### src/hw/rtl/lsp_pkg.sv
package lsp_pkg;

	localparam int SENSORS = 8;
	localparam int COUNT_WIDTH_DEF = 8;
	localparam int COUNT_OUT_W = 8;
	localparam int CNT_W = $clog2(SENSORS + 1);

	typedef logic signed [5:0] pos_t;
	typedef logic signed [6:0] diff_t;
	typedef logic [CNT_W-1:0] cnt_t;
	typedef logic [SENSORS-1:0] lit_t;
	typedef logic [1:0] mode_t;

	localparam mode_t MODE_FIRST  = 2'd0;
	localparam mode_t MODE_SECOND = 2'd1;

	typedef enum logic [1:0] {
		TURN_NONE    = 2'd0,
		TURN_ALIGNED = 2'd1,
		TURN_BACK    = 2'd2,
		TURN_FORWARD = 2'd3
	} turn_t;

	localparam pos_t SIDE_W [SENSORS] = '{
		pos_t'(8), pos_t'(4), pos_t'(2), pos_t'(1),
		pos_t'(-1), pos_t'(-2), pos_t'(-4), pos_t'(-8)
	};

	localparam pos_t END_W [SENSORS] = '{
		pos_t'(8), pos_t'(6), pos_t'(4), pos_t'(2),
		pos_t'(1), pos_t'(-1), pos_t'(-2), pos_t'(-4)
	};

	localparam pos_t END_SUM  = pos_t'(8);
	localparam pos_t END_POS  = pos_t'(24);
	localparam pos_t PULL     = pos_t'(3);
	localparam cnt_t CROSS_MIN = cnt_t'(6);
	localparam cnt_t RELEASE_FIRST  = cnt_t'(2);
	localparam cnt_t RELEASE_SECOND = cnt_t'(3);

	function automatic cnt_t popcount(input lit_t lit);
		cnt_t n;
		n = '0;
		for (int i = 0; i < SENSORS; i++) begin
			n = n + cnt_t'(lit[i]);
		end
		return n;
	endfunction

	function automatic lit_t reverse(input lit_t lit);
		lit_t r;
		for (int i = 0; i < SENSORS; i++) begin
			r[i] = lit[SENSORS-1-i];
		end
		return r;
	endfunction

	function automatic pos_t pull_in(input pos_t s);
		pos_t t;
		t = s;
		if (s > 0) begin
			t = s - PULL;
			if (t < 0) t = -t;
		end else if (s < 0) begin
			t = s + PULL;
			if (t > 0) t = -t;
		end
		return t;
	endfunction

endpackage

### src/hw/rtl/lsp_side.sv
module lsp_side (
	input  lsp_pkg::lit_t lit,
	input  lsp_pkg::cnt_t cnt,
	output lsp_pkg::pos_t pos
);

	lsp_pkg::pos_t sum;
	logic          lone_end;

	always_comb begin
		sum = '0;
		for (int i = 0; i < lsp_pkg::SENSORS; i++) begin
			if (lit[i]) sum = sum + lsp_pkg::SIDE_W[i];
		end
	end

	assign lone_end = (cnt == lsp_pkg::cnt_t'(1)) &&
		((sum == lsp_pkg::END_SUM && lit[0]) ||
		 (sum == -lsp_pkg::END_SUM && lit[lsp_pkg::SENSORS-1]));

	always_comb begin
		if (lone_end) begin
			pos = sum[5] ? -lsp_pkg::END_POS : lsp_pkg::END_POS;
		end else if (cnt == lsp_pkg::cnt_t'(3)) begin
			pos = lsp_pkg::pull_in(sum);
		end else begin
			pos = sum;
		end
	end

endmodule

### src/hw/rtl/lsp_end.sv
module lsp_end (
	input  lsp_pkg::lit_t lit,
	input  lsp_pkg::cnt_t cnt,
	input  logic          mode0,
	output lsp_pkg::pos_t pos
);

	lsp_pkg::pos_t raw;
	lsp_pkg::pos_t sum;
	logic          triple;

	always_comb begin
		raw = '0;
		for (int i = 0; i < lsp_pkg::SENSORS; i++) begin
			if (lit[i]) raw = raw + lsp_pkg::END_W[i];
		end
	end

	assign sum = mode0 ? raw : -raw;

	assign triple = mode0 ?
		((sum == lsp_pkg::END_SUM && lit[0]) ||
		 (sum == -lsp_pkg::END_SUM && lit[lsp_pkg::SENSORS-1])) :
		(sum == -lsp_pkg::END_SUM && lit[0]);

	always_comb begin
		pos = sum;
		if (triple) pos = sum[5] ? -lsp_pkg::END_POS : lsp_pkg::END_POS;
		if (mode0) begin
			if (cnt == lsp_pkg::cnt_t'(3)) pos = lsp_pkg::pull_in(pos);
		end else begin
			if (cnt > lsp_pkg::cnt_t'(3)) pos = '0;
		end
	end

endmodule

### src/hw/rtl/lsp_turn.sv
module lsp_turn (
	input  lsp_pkg::pos_t  left_pos,
	input  lsp_pkg::pos_t  right_pos,
	input  lsp_pkg::cnt_t  left_cnt,
	input  lsp_pkg::cnt_t  right_cnt,
	input  lsp_pkg::mode_t mode,
	output lsp_pkg::turn_t status
);

	function automatic lsp_pkg::turn_t judge(input lsp_pkg::pos_t p, input logic m1,
			input logic left_side);
		lsp_pkg::turn_t r;
		if (m1) begin
			if (p < 3 && p > -2) r = lsp_pkg::TURN_ALIGNED;
			else if (p >= 3) r = lsp_pkg::TURN_BACK;
			else r = lsp_pkg::TURN_FORWARD;
		end else begin
			if (p < 2 && (left_side ? (p > -3) : (p >= -3))) r = lsp_pkg::TURN_ALIGNED;
			else if (p >= 3) r = lsp_pkg::TURN_BACK;
			else if (p <= -3) r = lsp_pkg::TURN_FORWARD;
			else r = lsp_pkg::TURN_NONE;
		end
		return r;
	endfunction

	logic m1;
	logic left_decides;
	logic right_decides;

	assign m1 = (mode == lsp_pkg::MODE_SECOND);
	assign left_decides = (left_cnt >= lsp_pkg::cnt_t'(1)) && (left_cnt <= lsp_pkg::cnt_t'(4))
		&& (right_cnt >= lsp_pkg::cnt_t'(1));
	assign right_decides = (right_cnt >= lsp_pkg::cnt_t'(1))
		&& (right_cnt <= lsp_pkg::cnt_t'(4)) && (left_cnt > lsp_pkg::cnt_t'(4));

	always_comb begin
		status = lsp_pkg::TURN_NONE;
		if (mode == lsp_pkg::MODE_FIRST || mode == lsp_pkg::MODE_SECOND) begin
			priority if (left_decides) status = judge(left_pos, m1, 1'b1);
			else if (right_decides) status = judge(right_pos, m1, 1'b0);
			else status = lsp_pkg::TURN_NONE;
		end
	end

endmodule

### src/hw/rtl/lsp_cross.sv
module lsp_cross #(
	parameter int COUNT_WIDTH = lsp_pkg::COUNT_WIDTH_DEF
) (
	input  logic                   clk,
	input  logic                   arst_n,
	input  logic                   commit,
	input  logic                   clear,
	input  logic                   mode0,
	input  logic                   side_dark,
	input  lsp_pkg::cnt_t          cross_cnt,
	output logic                   seen,
	output logic [COUNT_WIDTH-1:0] count_next
);

	logic                   latch_q;
	logic [COUNT_WIDTH-1:0] count_q;
	logic                   latch_base;
	logic [COUNT_WIDTH-1:0] count_base;

	assign count_base = clear ? '0 : count_q;
	assign latch_base = (cross_cnt <= (mode0 ? lsp_pkg::RELEASE_FIRST : lsp_pkg::RELEASE_SECOND))
		? 1'b0 : latch_q;
	assign seen = side_dark && !latch_base && (cross_cnt >= lsp_pkg::CROSS_MIN);
	assign count_next = count_base + COUNT_WIDTH'(seen);

	always_ff @(posedge clk or negedge arst_n) begin
		if (!arst_n) begin
			latch_q <= 1'b0;
			count_q <= '0;
		end else if (commit) begin
			latch_q <= latch_base | seen;
			count_q <= count_next;
		end
	end

endmodule

### src/hw/rtl/line_sensor_position_and_crossing.sv
// An accepted request is held in the input registers and its result in the result
// registers. Throughput: one request per cycle unless out_ready stalls the output;
// each request passes the position, turn and crossing logic between those registers.
// Reset: clears the valid flags, sets the stored mode to MODE_FIRST, and clears the
// crossing latch and counter; no other wait after reset.
module line_sensor_position_and_crossing #(
	parameter int COUNT_WIDTH = lsp_pkg::COUNT_WIDTH_DEF
) (
	input  logic        clk,
	input  logic        arst_n,
	input  logic        cfg_valid,
	output logic        cfg_ready,
	input  logic [1:0]  direction_mode,
	input  logic        in_valid,
	output logic        in_ready,
	input  logic [7:0]  front_pins,
	input  logic [7:0]  back_pins,
	input  logic [7:0]  left_pins,
	input  logic [7:0]  right_pins,
	input  logic        clear_count,
	output logic        out_valid,
	input  logic        out_ready,
	output logic signed [5:0] left_position,
	output logic signed [5:0] right_position,
	output logic signed [6:0] side_difference,
	output logic signed [5:0] front_position,
	output logic signed [5:0] back_position,
	output logic signed [6:0] front_back_difference,
	output logic [1:0]  turn_status,
	output logic        crossing_seen,
	output logic [7:0]  crossing_count
);

	lsp_pkg::mode_t mode_q;

	logic          v_s1;
	lsp_pkg::lit_t front_s1, back_s1, left_s1, right_s1;
	logic          clear_s1;

	logic          v_s2;
	lsp_pkg::pos_t lp_s2, rp_s2, fp_s2, bp_s2;
	lsp_pkg::diff_t sd_s2, fbd_s2;
	lsp_pkg::turn_t turn_s2;
	logic          seen_s2;
	logic [COUNT_WIDTH-1:0] count_s2;

	logic          advance;
	logic          commit;
	logic          mode0;
	lsp_pkg::cnt_t fc, bc, lc, rc;
	lsp_pkg::pos_t lp, rp, fp, bp;
	lsp_pkg::turn_t turn;
	logic          seen;
	logic [COUNT_WIDTH-1:0] count_next;
	logic [COUNT_WIDTH+lsp_pkg::COUNT_OUT_W-1:0] count_ext;

	assign cfg_ready = 1'b1;

	always_ff @(posedge clk or negedge arst_n) begin
		if (!arst_n) begin
			mode_q <= lsp_pkg::MODE_FIRST;
		end else if (cfg_valid) begin
			mode_q <= direction_mode;
		end
	end

	assign advance = !v_s2 || out_ready;
	assign in_ready = !v_s1 || advance;
	assign commit = v_s1 && advance;

	always_ff @(posedge clk or negedge arst_n) begin
		if (!arst_n) begin
			v_s1 <= 1'b0;
		end else if (in_ready) begin
			v_s1 <= in_valid;
		end
	end

	always_ff @(posedge clk) begin
		if (in_valid && in_ready) begin
			front_s1 <= ~front_pins;
			back_s1  <= lsp_pkg::reverse(~back_pins);
			left_s1  <= ~left_pins;
			right_s1 <= lsp_pkg::reverse(~right_pins);
			clear_s1 <= clear_count;
		end
	end

	assign mode0 = (mode_q == lsp_pkg::MODE_FIRST);
	assign fc = lsp_pkg::popcount(front_s1);
	assign bc = lsp_pkg::popcount(back_s1);
	assign lc = lsp_pkg::popcount(left_s1);
	assign rc = lsp_pkg::popcount(right_s1);

	lsp_side u_left (.lit(left_s1), .cnt(lc), .pos(lp));
	lsp_side u_right (.lit(right_s1), .cnt(rc), .pos(rp));
	lsp_end u_front (.lit(front_s1), .cnt(fc), .mode0(mode0), .pos(fp));
	lsp_end u_back (.lit(back_s1), .cnt(bc), .mode0(mode0), .pos(bp));

	lsp_turn u_turn (
		.left_pos(lp),
		.right_pos(rp),
		.left_cnt(lc),
		.right_cnt(rc),
		.mode(mode_q),
		.status(turn)
	);

	lsp_cross #(.COUNT_WIDTH(COUNT_WIDTH)) u_cross (
		.clk(clk),
		.arst_n(arst_n),
		.commit(commit),
		.clear(clear_s1),
		.mode0(mode0),
		.side_dark((lc == '0) || (rc == '0)),
		.cross_cnt(mode0 ? bc : fc),
		.seen(seen),
		.count_next(count_next)
	);

	always_ff @(posedge clk or negedge arst_n) begin
		if (!arst_n) begin
			v_s2 <= 1'b0;
		end else if (advance) begin
			v_s2 <= v_s1;
		end
	end

	always_ff @(posedge clk) begin
		if (commit) begin
			lp_s2    <= lp;
			rp_s2    <= rp;
			fp_s2    <= fp;
			bp_s2    <= bp;
			sd_s2    <= lsp_pkg::diff_t'(lp) - lsp_pkg::diff_t'(rp);
			fbd_s2   <= mode0 ? (lsp_pkg::diff_t'(fp) - lsp_pkg::diff_t'(bp))
				: (lsp_pkg::diff_t'(bp) - lsp_pkg::diff_t'(fp));
			turn_s2  <= turn;
			seen_s2  <= seen;
			count_s2 <= count_next;
		end
	end

	assign count_ext = {{lsp_pkg::COUNT_OUT_W{1'b0}}, count_s2};

	assign out_valid             = v_s2;
	assign left_position         = lp_s2;
	assign right_position        = rp_s2;
	assign side_difference       = sd_s2;
	assign front_position        = fp_s2;
	assign back_position         = bp_s2;
	assign front_back_difference = fbd_s2;
	assign turn_status           = turn_s2;
	assign crossing_seen         = seen_s2;
	assign crossing_count        = count_ext[lsp_pkg::COUNT_OUT_W-1:0];

endmodule

### config.mk
export PLATFORM = sky130hd
export DESIGN_NAME = line_sensor_position_and_crossing
export DESIGN_NICKNAME = d
export VERILOG_FILES = /design/src/hw/rtl/lsp_pkg.sv /design/src/hw/rtl/lsp_side.sv /design/src/hw/rtl/lsp_end.sv /design/src/hw/rtl/lsp_turn.sv /design/src/hw/rtl/lsp_cross.sv /design/src/hw/rtl/line_sensor_position_and_crossing.sv
export SDC_FILE = /design/constraint.sdc
export NUM_CORES = 1
export LEC_CHECK = 0
export BUFFER_PORTS_ARGS = -buffer_cell sky130_fd_sc_hd__buf_2
export CAP_MARGIN = 10
export CORE_ASPECT_RATIO = 1.2
export CORE_MARGIN = 4
export CORE_UTILIZATION = 50
export CTS_BUF_LIST = sky130_fd_sc_hd__clkbuf_8
export DETAILED_ROUTE_END_ITERATION = 8
export PLACE_DENSITY = 0.69
export SLEW_MARGIN = 40
export SYNTH_ARGS = -nofsm -noshare
export SYNTH_HDL_FRONTEND = slang
export SYNTH_SLANG_ARGS = --single-unit
### constraint.sdc
create_clock -name clk -period 10.3 [get_ports clk]
set_clock_uncertainty 0.1 [all_clocks]
set_input_delay 1.545 -clock clk [delete_from_list [all_inputs] [get_ports clk]]
set_output_delay 1.545 -clock clk [all_outputs]
set_load 0.005 [all_outputs]
==> results.yml, run 1 <==
critical_path:
  crit_top_cell: "ha_1"
  worstSetupEndpointType: "flip-flop"
  crit_path_max_fanout: 14
  worst_setup_path_start_kind: "flip-flop"
  crit_slowest_cell: "edfxtp_1"
  cp.arrival_ns: 7.28
  critPathMaxStageDelay_ns: 0.59
  cp.required_ns: 10.45
  worstSetupPathType: "reg -> reg"
sta:
  hold_violations: 0
  worstMarginPinSlew_ns: 0.792
  fin_setup_tns_ns: 0
  setup_viol: 0
  report.final.slew_viol_count: 0
  fmax_mhz: 140
  slew-limit-headroom_pct: 46.7
  post-route-min-period_ns: 7.13
  finalCritPeriodShare_pct: 69.2
  rsz0062_at_grt: "no"
yosys:
  synth.distinct_cells: 102
  ys_top_cells_by_count: "inv_1, nand2_1, edfxtp_1"
  synth-simple-area-share_pct: 17.7
  synth_cells: 1083
  synthXorXnorAreaFrac_pct: 8.77
  yosys_most_used_dff: "edfxtp_1"
  synth_edf_count: 82
  synth_adder_area_share_pct: 13.9
  yosysSeqAreaShare_pct: 28.5
  ys_async_sr_fraction_pct: 13.7
  synthesis.area_mm2: 0.00978
  synthTopCellsByArea: "edfxtp_1, ha_1, inv_1, xnor2_1, fa_1"
  synth_top_family_by_area: "compound AO/OA/AOI/OAI gates"
  synthMostInstantiatedCell: "inv_1"
  yosys_register_bits: 95
  synthMuxAreaShare_pct: 3.15
  netlist.area_leader.share_pct: 25.2
  ys_warn_count: 0
  avgSynthCellArea_um2: 9.03
  synth_compound_area_share_pct: 21.2
  synth_top_area_cell: "edfxtp_1"
  synth_nets: 1219
clock_tree:
  clkLatencyLatePin_ns: 0.38
  ctsHoldBuffers: 0
  path_clk_slew_ns: 0.10
  cts_buffer_depth: 2
  cts-root-buf: "clkbuf_8"
  cts_tree: "built"
  cts_setup_buffers: 0
  cts_buffers: 9
  cts_max_level: 3
  cts_resized: 0
  cts_sinks: 95
cells_and_area:
  insertedDiodeCount: 0
  fin_area_mm2: 0.0107
  post_route_cells_drive_above_1_share_pct: 14.6
  final_nets: 1294
  fillCellCount: 1776
  syn2layout_area_growth_pct: 8.98
grt:
  grt_pass1_wl_um: 37800
  grt_max_degree: 44
  grt_pass1_vias: 8060
  grt.total_usage_pct: 20.9
  antenna_found_initial: 0
  grt_overflow: 0
die:
  dieHeight_um: 161
  ios: 92
  core_mm2: 0.0191
  die_w_um: 136
  dieArea_mm2: 0.0219
  num_rows: 55
  initial_utilization_pct: 51.3
drt:
  drt_wl_total_um: 22600
  wl_per_cell_um: 15.9
  vias: 8327
  first_pass_iters: 5
  postRouteAntennaNets: 0
  drc: 0
  drt_iter0_drc: 573
  viasPerCell: 5.87
pwr:
  leakagePower_nw: 4.65
  p_per_area_mw_per_mm2: 203
  vdd_drop_max_mv: 0.163
placement:
  dp_hpwl_um: 17800
  portBuffers: 90
  globalplace.congestion: 0.928
  placed_cell_area_mm2: 0.0104
flow_run:
  cap_violations: 0
min_path:
  hp-class: "reg -> reg"
outcome:
  status: "completed"
state kept, by name, indices dropped and copies added, names as in the netlist, 2 cells and up:
signal	count
right_s1	8
right_position	6
front_position	6
mode_q	2
left_s1	8
u_cross.count_q	8
side_difference	7
turn_status	2
front_s1	8
left_position	6
crossing_count	8
back_position	6
front_back_difference	7
back_s1	8
final cells by class:
class,instances,area [um2],share of cell area (%)
Inverter,132,495,4.65
Tap cell,256,320,3.01
Timing Repair Buffer,94,478,4.49
Multi-Input combinational cell,826,6360,59.7
Clock inverter,7,90.1,0.845
Sequential cell,95,2790,26.2
Clock buffer,9,124,1.16
cell usage in the layout, fill, tap and decap left out, types with 6 or more instances in the layout:
cell type / synthesis / routed
dfrtp_1: 13 / 13
or2_2: 7 / 7
buf_2: 5 / 90
o2111ai_1: 6 / 6
a211oi_1: 11 / 11
xor2_1: 21 / 21
nor4_1: 9 / 9
a21o_1: 14 / 14
mux2i_1: 13 / 13
clkbuf_8: 0 / 9
nand3_1: 37 / 37
o31ai_1: 8 / 8
a21oi_1: 63 / 63
a211o_1: 12 / 12
nor2b_1: 10 / 10
and3_1: 16 / 16
a41oi_1: 7 / 7
nand2_1: 95 / 95
mux2_2: 8 / 8
nor2_1: 61 / 60
edfxtp_1: 82 / 82
o21a_1: 14 / 14
a31oi_1: 19 / 18
and2_1: 23 / 22
nor3_1: 17 / 17
o21ai_0: 38 / 38
or3_1: 8 / 8
a21boi_0: 7 / 7
nand2b_1: 17 / 17
inv_1: 130 / 131
xnor2_1: 45 / 44
fa_1: 19 / 19
ha_1: 77 / 77
o211ai_1: 8 / 8
o21ai_1: 9 / 9
final timing paths:
kind / start / cells past startpoint / slack, ns / endpoint
setup / recovery: back_s1[3] / 28 / 3.17 / front_back_difference[6]
hold / removal: v_s1 / 1 / 0.40 / out_valid
setup reg to reg: back_s1[3] / 28 / 3.17 / front_back_difference[6]
hold reg to reg: v_s1 / 1 / 0.40 / out_valid
max in group asynchronous: arst_n / 1 / 8.85 / v_s1
min in group asynchronous: arst_n / 1 / 0.97 / mode_q[0]
power by group:
group          switching [mW]  internal (mW)  leakage [nW]  total [mW]
registers              0.0357          0.537         0.966       0.572
clock network           0.138          0.137         0.117       0.275
logic                   0.776          0.545          3.57        1.32
total                   0.951           1.22          4.65        2.17
logic make-up (layout without fill, tap and decap cells):
| group | after synthesis | count (layout) |
|---|---|---|
| XOR/XNOR | 79 | 79 |
| AND/OR/NAND/NOR | 335 | 335 |
| other | 1 | 1 |
| flip-flops | 95 | 95 |
| AO/OA/AOI/OAI | 287 | 287 |
| multiplexers | 26 | 26 |
| adder cells (fa/ha/maj) | 98 | 98 |
| buffers and inverters | 162 | 242 |
layer usage:
metal	part of all wire [%]	global-route usage [%]	up-vias
met5	0	0	-
met3	5.1	3.08	33
met4	2.2	6.74	0
li1	-	-	4075
met2	51	37.7	241
met1	42	25.6	3978
metrics by stage:
| step | std cells | utilization, % | power, mW | setup WS (ns) | hold WS, ns |
|---|---|---|---|---|---|
| 6_report | 1419 | 55.9 | 2.17 | 3.17 | 0.403 |
| 4_1_cts | 1418 | 55.8 | 2.17 | 3.04 | 0.408 |
| 5_1_grt | 1419 | 55.9 | 2.37 | 2.53 | 0.414 |
| 2_1_floorplan | 1083 | - | 1.58 | 3.85 | 0.357 |
| 3_3_place_gp | 1402 | 54.7 | 1.87 | 3.28 | 0.372 |
| 3_5_place_dp | 1402 | 54.7 | 1.88 | 3.11 | 0.384 |
worst max-delay path, delay by kind of cell (launching register included):
family	cells	cell delay [ns]
compound gates	7	1.70
xor+xnor	3	0.95
fa+ha+maj	4	1.20
buf+inv	2	0.31
flops	1	0.59
mux	3	0.81
simple gates	9	1.33
No activity file was read; power rests on OpenSTA's default activity.
==> run 2, diff against run 1 <==
--- a/config.mk
+++ b/config.mk
@@ -5,6 +5,7 @@
 export SDC_FILE = /design/constraint.sdc
 export NUM_CORES = 1
 export LEC_CHECK = 0
+export ABC_AREA = 1
 export BUFFER_PORTS_ARGS = -buffer_cell sky130_fd_sc_hd__buf_2
 export CAP_MARGIN = 10
 export CORE_ASPECT_RATIO = 1.2
@@ -12,7 +13,7 @@
 export CORE_UTILIZATION = 50
 export CTS_BUF_LIST = sky130_fd_sc_hd__clkbuf_8
 export DETAILED_ROUTE_END_ITERATION = 8
-export PLACE_DENSITY = 0.69
+export PLACE_DENSITY = 0.72
 export SLEW_MARGIN = 40
 export SYNTH_ARGS = -nofsm -noshare
 export SYNTH_HDL_FRONTEND = slang
==> constraint.sdc (replaced) <==
create_clock -name clk -period 5.83 [get_ports clk]
set_clock_uncertainty 0.1 [all_clocks]
set_input_delay 0.8745 -clock clk [delete_from_list [all_inputs] [get_ports clk]]
set_output_delay 0.8745 -clock clk [all_outputs]
set_load 0.005 [all_outputs]
==> results.yml, run 2 <==
drt:
  vias: 8788
  first_pass_iters: 5
  wl_per_cell_um: 12.6
  postRouteAntennaNets: 0
  drt_wl_total_um: 22000
  viasPerCell: 5.05
  drc: 0
  drt_iter0_drc: 436
die:
  initial_utilization_pct: 51.4
  dieArea_mm2: 0.0219
  ios: 92
  dieHeight_um: 161
  num_rows: 55
  core_mm2: 0.0191
  die_w_um: 136
clock_tree:
  cts_sinks: 95
  clkLatencyLatePin_ns: 0.39
  cts_max_level: 3
  ctsHoldBuffers: 0
  path_clk_slew_ns: 0.12
  cts_buffer_depth: 2
  cts_buffers: 9
  cts_tree: "built"
  cts-root-buf: "clkbuf_8"
outcome:
  status: "completed"
sta:
  fin_setup_tns_ns: 0
  worstMarginPinSlew_ns: 0.767
  rsz0062_at_grt: "yes"
  post-route-min-period_ns: 5.55
  setup_viol: 0
  fmax_mhz: 180
  report.final.slew_viol_count: 0
  finalCritPeriodShare_pct: 95.2
  hold_violations: 0
  slew-limit-headroom_pct: 48.4
grt:
  grt_overflow: 0
  grt_pass1_wl_um: 37100
  grt.total_usage_pct: 20.3
  grt_pass1_vias: 8342
  grt_max_degree: 64
  antenna_found_initial: 0
cells_and_area:
  insertedDiodeCount: 0
  fillCellCount: 1833
  syn2layout_area_growth_pct: 13.6
  fin_area_mm2: 0.0111
  layout_common_cells: "nand2_1, inv_1, nand3_1"
  post_route_cells_drive_above_1_share_pct: 20.8
  final_common_cell: "nand2_1"
  final_nets: 1615
  fin_cells: 1740
pwr:
  power_mw: 4.24
  vdd_drop_max_mv: 0.159
  p_per_area_mw_per_mm2: 381
  leakagePower_nw: 5.74
placement:
  portBuffers: 90
  globalplace.congestion: 0.927
  placed_cell_area_mm2: 0.0106
  dp.cells: 1703
  dp_hpwl_um: 17500
yosys:
  yosys_most_used_dff: "edfxtp_1"
  yosys_register_bits: 95
  ys_warn_count: 0
  netlist.area_leader.share_pct: 25.1
  synthesis.area_mm2: 0.00980
  avgSynthCellArea_um2: 7.20
  synth_top_area_cell: "edfxtp_1"
  synth_cells: 1361
  synthMostInstantiatedCell: "nand2_1"
  ys_async_sr_fraction_pct: 13.7
  ys_top_cells_by_count: "nand2_1, inv_1, nand3_1"
  synth_nets: 1497
  synth.distinct_cells: 57
  yosysSeqAreaShare_pct: 28.5
  synth_edf_count: 82
  synthTopCellsByArea: "edfxtp_1, nand2_1, ha_1, inv_1, nand3_1"
critical_path:
  crit_path_max_fanout: 6
  cp.required_ns: 5.90
  worst_setup_path_start_kind: "flip-flop"
  cp.arrival_ns: 5.61
  critPathMaxStageDelay_ns: 0.52
  worstSetupPathType: "reg -> reg"
  worstSetupEndpointType: "flip-flop"
  crit_slowest_cell: "edfxtp_1"
flow_run:
  cap_violations: 0
min_path:
  hp-class: "in -> async"
[run 2: cell types whose count changed after synthesis, sizes merged, moves of 15 or more]
cell,change
nand3,+91
and2,-23
inv,+133
nand4,+17
a21oi,-18
nor2,+54
o21ai,+19
a211oi,-15
nand2,+308
nand2b,-17
xnor2,-33
and3,-16
xor2,+18
mux2i,-17
[run 2: timing repair]
| item | 4_1_cts | 5_1_grt |
|---|---|---|
| gates resized for setup | 0 | 51 |
| buffers inserted | 0 | 21 |
| setup endpoints to repair | 0 | 7 |
[run 2: cell type report]
class	count	area [um2]	share of cell area [%]
Sequential cell	95	2790	25.1
Clock buffer	9	124	1.11
Multi-Input combinational cell	988	6130	55.1
Tap cell	256	320	2.88
Inverter	266	1000	9.03
Timing Repair Buffer	119	676	6.07
Clock inverter	7	86.3	0.776
[run 2: metal layers]
layer  wire length (um)  global-route usage (%)
met5                  0                       0
met4                585                    6.28
met3                836                    2.80
met2              11200                    37.0
met1               9300                    24.6
[run 2: final timing paths]
path                            slack (ns)                  endpoint  cells after the start                from
worst min-delay path                  0.26        u_cross.count_q[5]                      1              arst_n
min in group clk                      0.43        u_cross.count_q[2]                      2  u_cross.count_q[2]
worst min register to register        0.43        u_cross.count_q[2]                      2  u_cross.count_q[2]
worst max-delay path                  0.28  front_back_difference[5]                     47         front_s1[1]
max in group asynchronous             5.12                 mode_q[1]                      1              arst_n
worst max register to register        0.28  front_back_difference[5]                     47         front_s1[1]
[run 2: logic make-up (layout without fill, tap and decap cells)]
group                      after synthesis  after routing  share of synthesized area [%]
and+or+nand+nor                        694            694                           32.0
buffers and inverters                  278            401                           11.0
AOI/OAI and AO/OA                      140            140                           8.61
adders and majority gates               96             96                           13.7
DFF                                     95             95                           28.5
xor gates and xnor gates                56             56                           6.12
other                                    1              1                         0.0383
muxes                                    1              1                          0.115
[run 2: metrics by stage]
step	hold WS (ns)	setup WS, ns	utilization (%)
floorplan	0.370	0.681	-
CTS	0.253	0.137	56.5
global route	0.246	-0.192	58.4
global placement	0.391	0.312	55.4
finish	0.257	0.282	58.4
detailed placement	0.409	0.185	55.4
[run 2: worst max-delay path, delay by kind of cell, from the launching register on]
kind,cells,cell delay (ns)
DFF,1,0.52
and+or+nand+nor,28,2.41
xor gates and xnor gates,1,0.22
adders and majority gates,4,0.96
buffers and inverters,8,0.55
AOI/OAI and AO/OA,6,0.56
[run 2: power by group]
part | switching, mW | internal, mW
logic | 1.72 | 1.02
clock network | 0.286 | 0.173
registers | 0.0638 | 0.976
==> run 3, diff against run 2 <==
--- a/config.mk
+++ b/config.mk
@@ -8,12 +8,11 @@
 export ABC_AREA = 1
 export BUFFER_PORTS_ARGS = -buffer_cell sky130_fd_sc_hd__buf_2
 export CAP_MARGIN = 10
-export CORE_ASPECT_RATIO = 1.2
 export CORE_MARGIN = 4
 export CORE_UTILIZATION = 50
 export CTS_BUF_LIST = sky130_fd_sc_hd__clkbuf_8
 export DETAILED_ROUTE_END_ITERATION = 8
-export PLACE_DENSITY = 0.72
+export PLACE_DENSITY = 0.69
 export SLEW_MARGIN = 40
 export SYNTH_ARGS = -nofsm -noshare
 export SYNTH_HDL_FRONTEND = slang
==> constraint.sdc (replaced) <==
create_clock -name clk -period 6.4 [get_ports clk]
set_clock_uncertainty 0.1 [all_clocks]
set_input_delay 0.96 -clock clk [delete_from_list [all_inputs] [get_ports clk]]
set_output_delay 0.96 -clock clk [all_outputs]
set_load 0.005 [all_outputs]
==> results.yml, run 3 (synthesis gave the netlist of run 2 again) <==
critical_path:
  critPathLaunch: "back_s1[1]"
  cp.arrival_ns: 5.77
  r2r_cells: 44
  crit_slowest_cell: "edfxtp_1"
  worst_setup_path_start_kind: "flip-flop"
  crit_top_cell: "nand2_1"
  r2r-start: "back_s1[1]"
  critPathMaxStageDelay_ns: 0.50
  worstSetupEndpointType: "flip-flop"
  r2r-end: "front_back_difference[5]"
  cp.required_ns: 6.48
  crit_path_max_fanout: 8
  worstSetupPathType: "reg -> reg"
  r2r_setup_slack_ns: 0.71
  critPathCapture: "front_back_difference[5]"
drt:
  wl_per_cell_um: 12.3
  postRouteAntennaNets: 0
  drt_wl_total_um: 21300
  drc: 0
  drt_iter0_drc: 512
  first_pass_iters: 5
  vias: 8518
  viasPerCell: 4.94
pwr:
  seqPwrFrac_pct: 25.3
  p_per_area_mw_per_mm2: 344
  clkPwrFrac_pct: 11.6
  combPwrFrac_pct: 63.1
  vdd_drop_max_mv: 0.134
  switching_share_pct: 49.1
  power_mw: 3.73
  p_sw_mw: 1.83
  intPower_mw: 1.90
  leakagePower_nw: 5.65
cells_and_area:
  post_route_cells_drive_above_1_share_pct: 17.4
  final_nets: 1596
  fin_area_mm2: 0.0108
  final_common_cell: "nand2_1"
  insertedDiodeCount: 0
  layout_common_cells: "nand2_1, inv_1, nand3_1"
  seq_area_mm2: 0.00279
  fillCellCount: 1787
  syn2layout_area_growth_pct: 10.6
  multi_input_area_mm2: 0.00598
clock_tree:
  cts_max_level: 3
  clkLatencyLatePin_ns: 0.41
  cts-root-buf: "clkbuf_8"
  cts_buffer_depth: 2
  cts_tree: "built"
  cts_sinks: 95
  path_clk_slew_ns: 0.13
  cts_buffers: 9
sta:
  worstMarginPinSlew_ns: 0.619
  post-route-min-period_ns: 5.69
  fmax_mhz: 176
  slew-limit-headroom_pct: 58.4
  fin_setup_tns_ns: 0
  setup_viol: 0
  report.final.slew_viol_count: 0
  hold_violations: 0
  holdWs_ns: 0.315
  finalCritPeriodShare_pct: 88.9
flow_run:
  cap_violations: 0
grt:
  grt_pass1_vias: 8091
  grt_pass1_wl_um: 36900
  antenna_found_initial: 0
  grt_overflow: 0
  grt.total_usage_pct: 20.1
  grt_max_degree: 47
die:
  dieArea_mm2: 0.0219
  dieHeight_um: 148
  num_rows: 50
  ios: 92
  die_w_um: 148
  initial_utilization_pct: 51.7
  core_mm2: 0.0190
outcome:
  status: "completed"
placement:
  portBuffers: 90
  placed_cell_area_mm2: 0.0105
  globalplace.congestion: 0.930
  dp_hpwl_um: 16900
min_path:
  hp-class: "in -> async"
==> run 3: cell count changes in the layout (fill, tap and decap cells not counted), moves of 3 or more <==
cell | before | now
nand2_2 | 66 | 46
inv_1 | 234 | 239
buf_4 | 27 | 10
inv_2 | 28 | 24
nand2_1 | 333 | 354
nand3_1 | 114 | 117
==> run 3: repair_timing <==
item                       4_1_cts  5_1_grt
hold buffers                     0        0
resized for setup                0        7
setup endpoints to repair        0        1
buffers inserted                 0        6
==> run 3: worst max-delay path, delay by kind of cell, from the launching register on <==
family	cells	cell delay (ns)
flops	1	0.50
buf+inv	6	0.43
fa+ha+maj	4	1.01
compound gates	7	0.91
simple gates	27	2.52
==> run 3: how the worst min path moves through the flow <==
| stage | end | cells after the start |
|---|---|---|
| 5_1_grt | u_cross.count_q[7] | 1 |
| 6_report | u_cross.count_q[5] | 1 |
| 4_1_cts | u_cross.count_q[7] | 1 |
| 2_1_floorplan | u_cross.latch_q | 2 |
| 3_5_place_dp | u_cross.latch_q | 2 |
| 3_3_place_gp | u_cross.latch_q | 2 |
==> run 3: metrics by stage <==
stage	util, %	instances	setup slack, ns
floorplan	-	1361	1.25
global route	57.1	1725	-0.00880
CTS	56.7	1719	0.605
detailed placement	55.6	1703	0.623
global placement	55.6	1703	0.712
finish	57.1	1725	0.709
==> run 3: final cells by class <==
type                       count  area share [%]
clock buffer                   9            1.14
clock inverter                 7           0.797
inverter                     266            9.25
multi-input combinational    988            55.2
sequential                    95            25.7
tap                          260            3.00
timing repair buffer         100            4.85
==> run 3: per-layer routing <==
| metal | up-vias | share of wire [%] | track usage, % |
|---|---|---|---|
| met5 | - | 0 | 0 |
| met4 | 0 | 1.7 | 6.00 |
| met3 | 26 | 5.2 | 2.70 |
| met2 | 189 | 45 | 33.1 |
| met1 | 3786 | 48 | 27.6 |
| li1 | 4517 | - | - |
==> run 3: power groups by stage <==
stage	Sequential (mW)	Clock, mW	Combinational [mW]
final	0.944	0.434	2.35
after global routing	0.958	0.470	2.72
after CTS	0.945	0.446	2.32
after detailed placement	0.960	0	2.31
after global placement	0.958	0	2.27
after floorplan	0.965	0	1.76
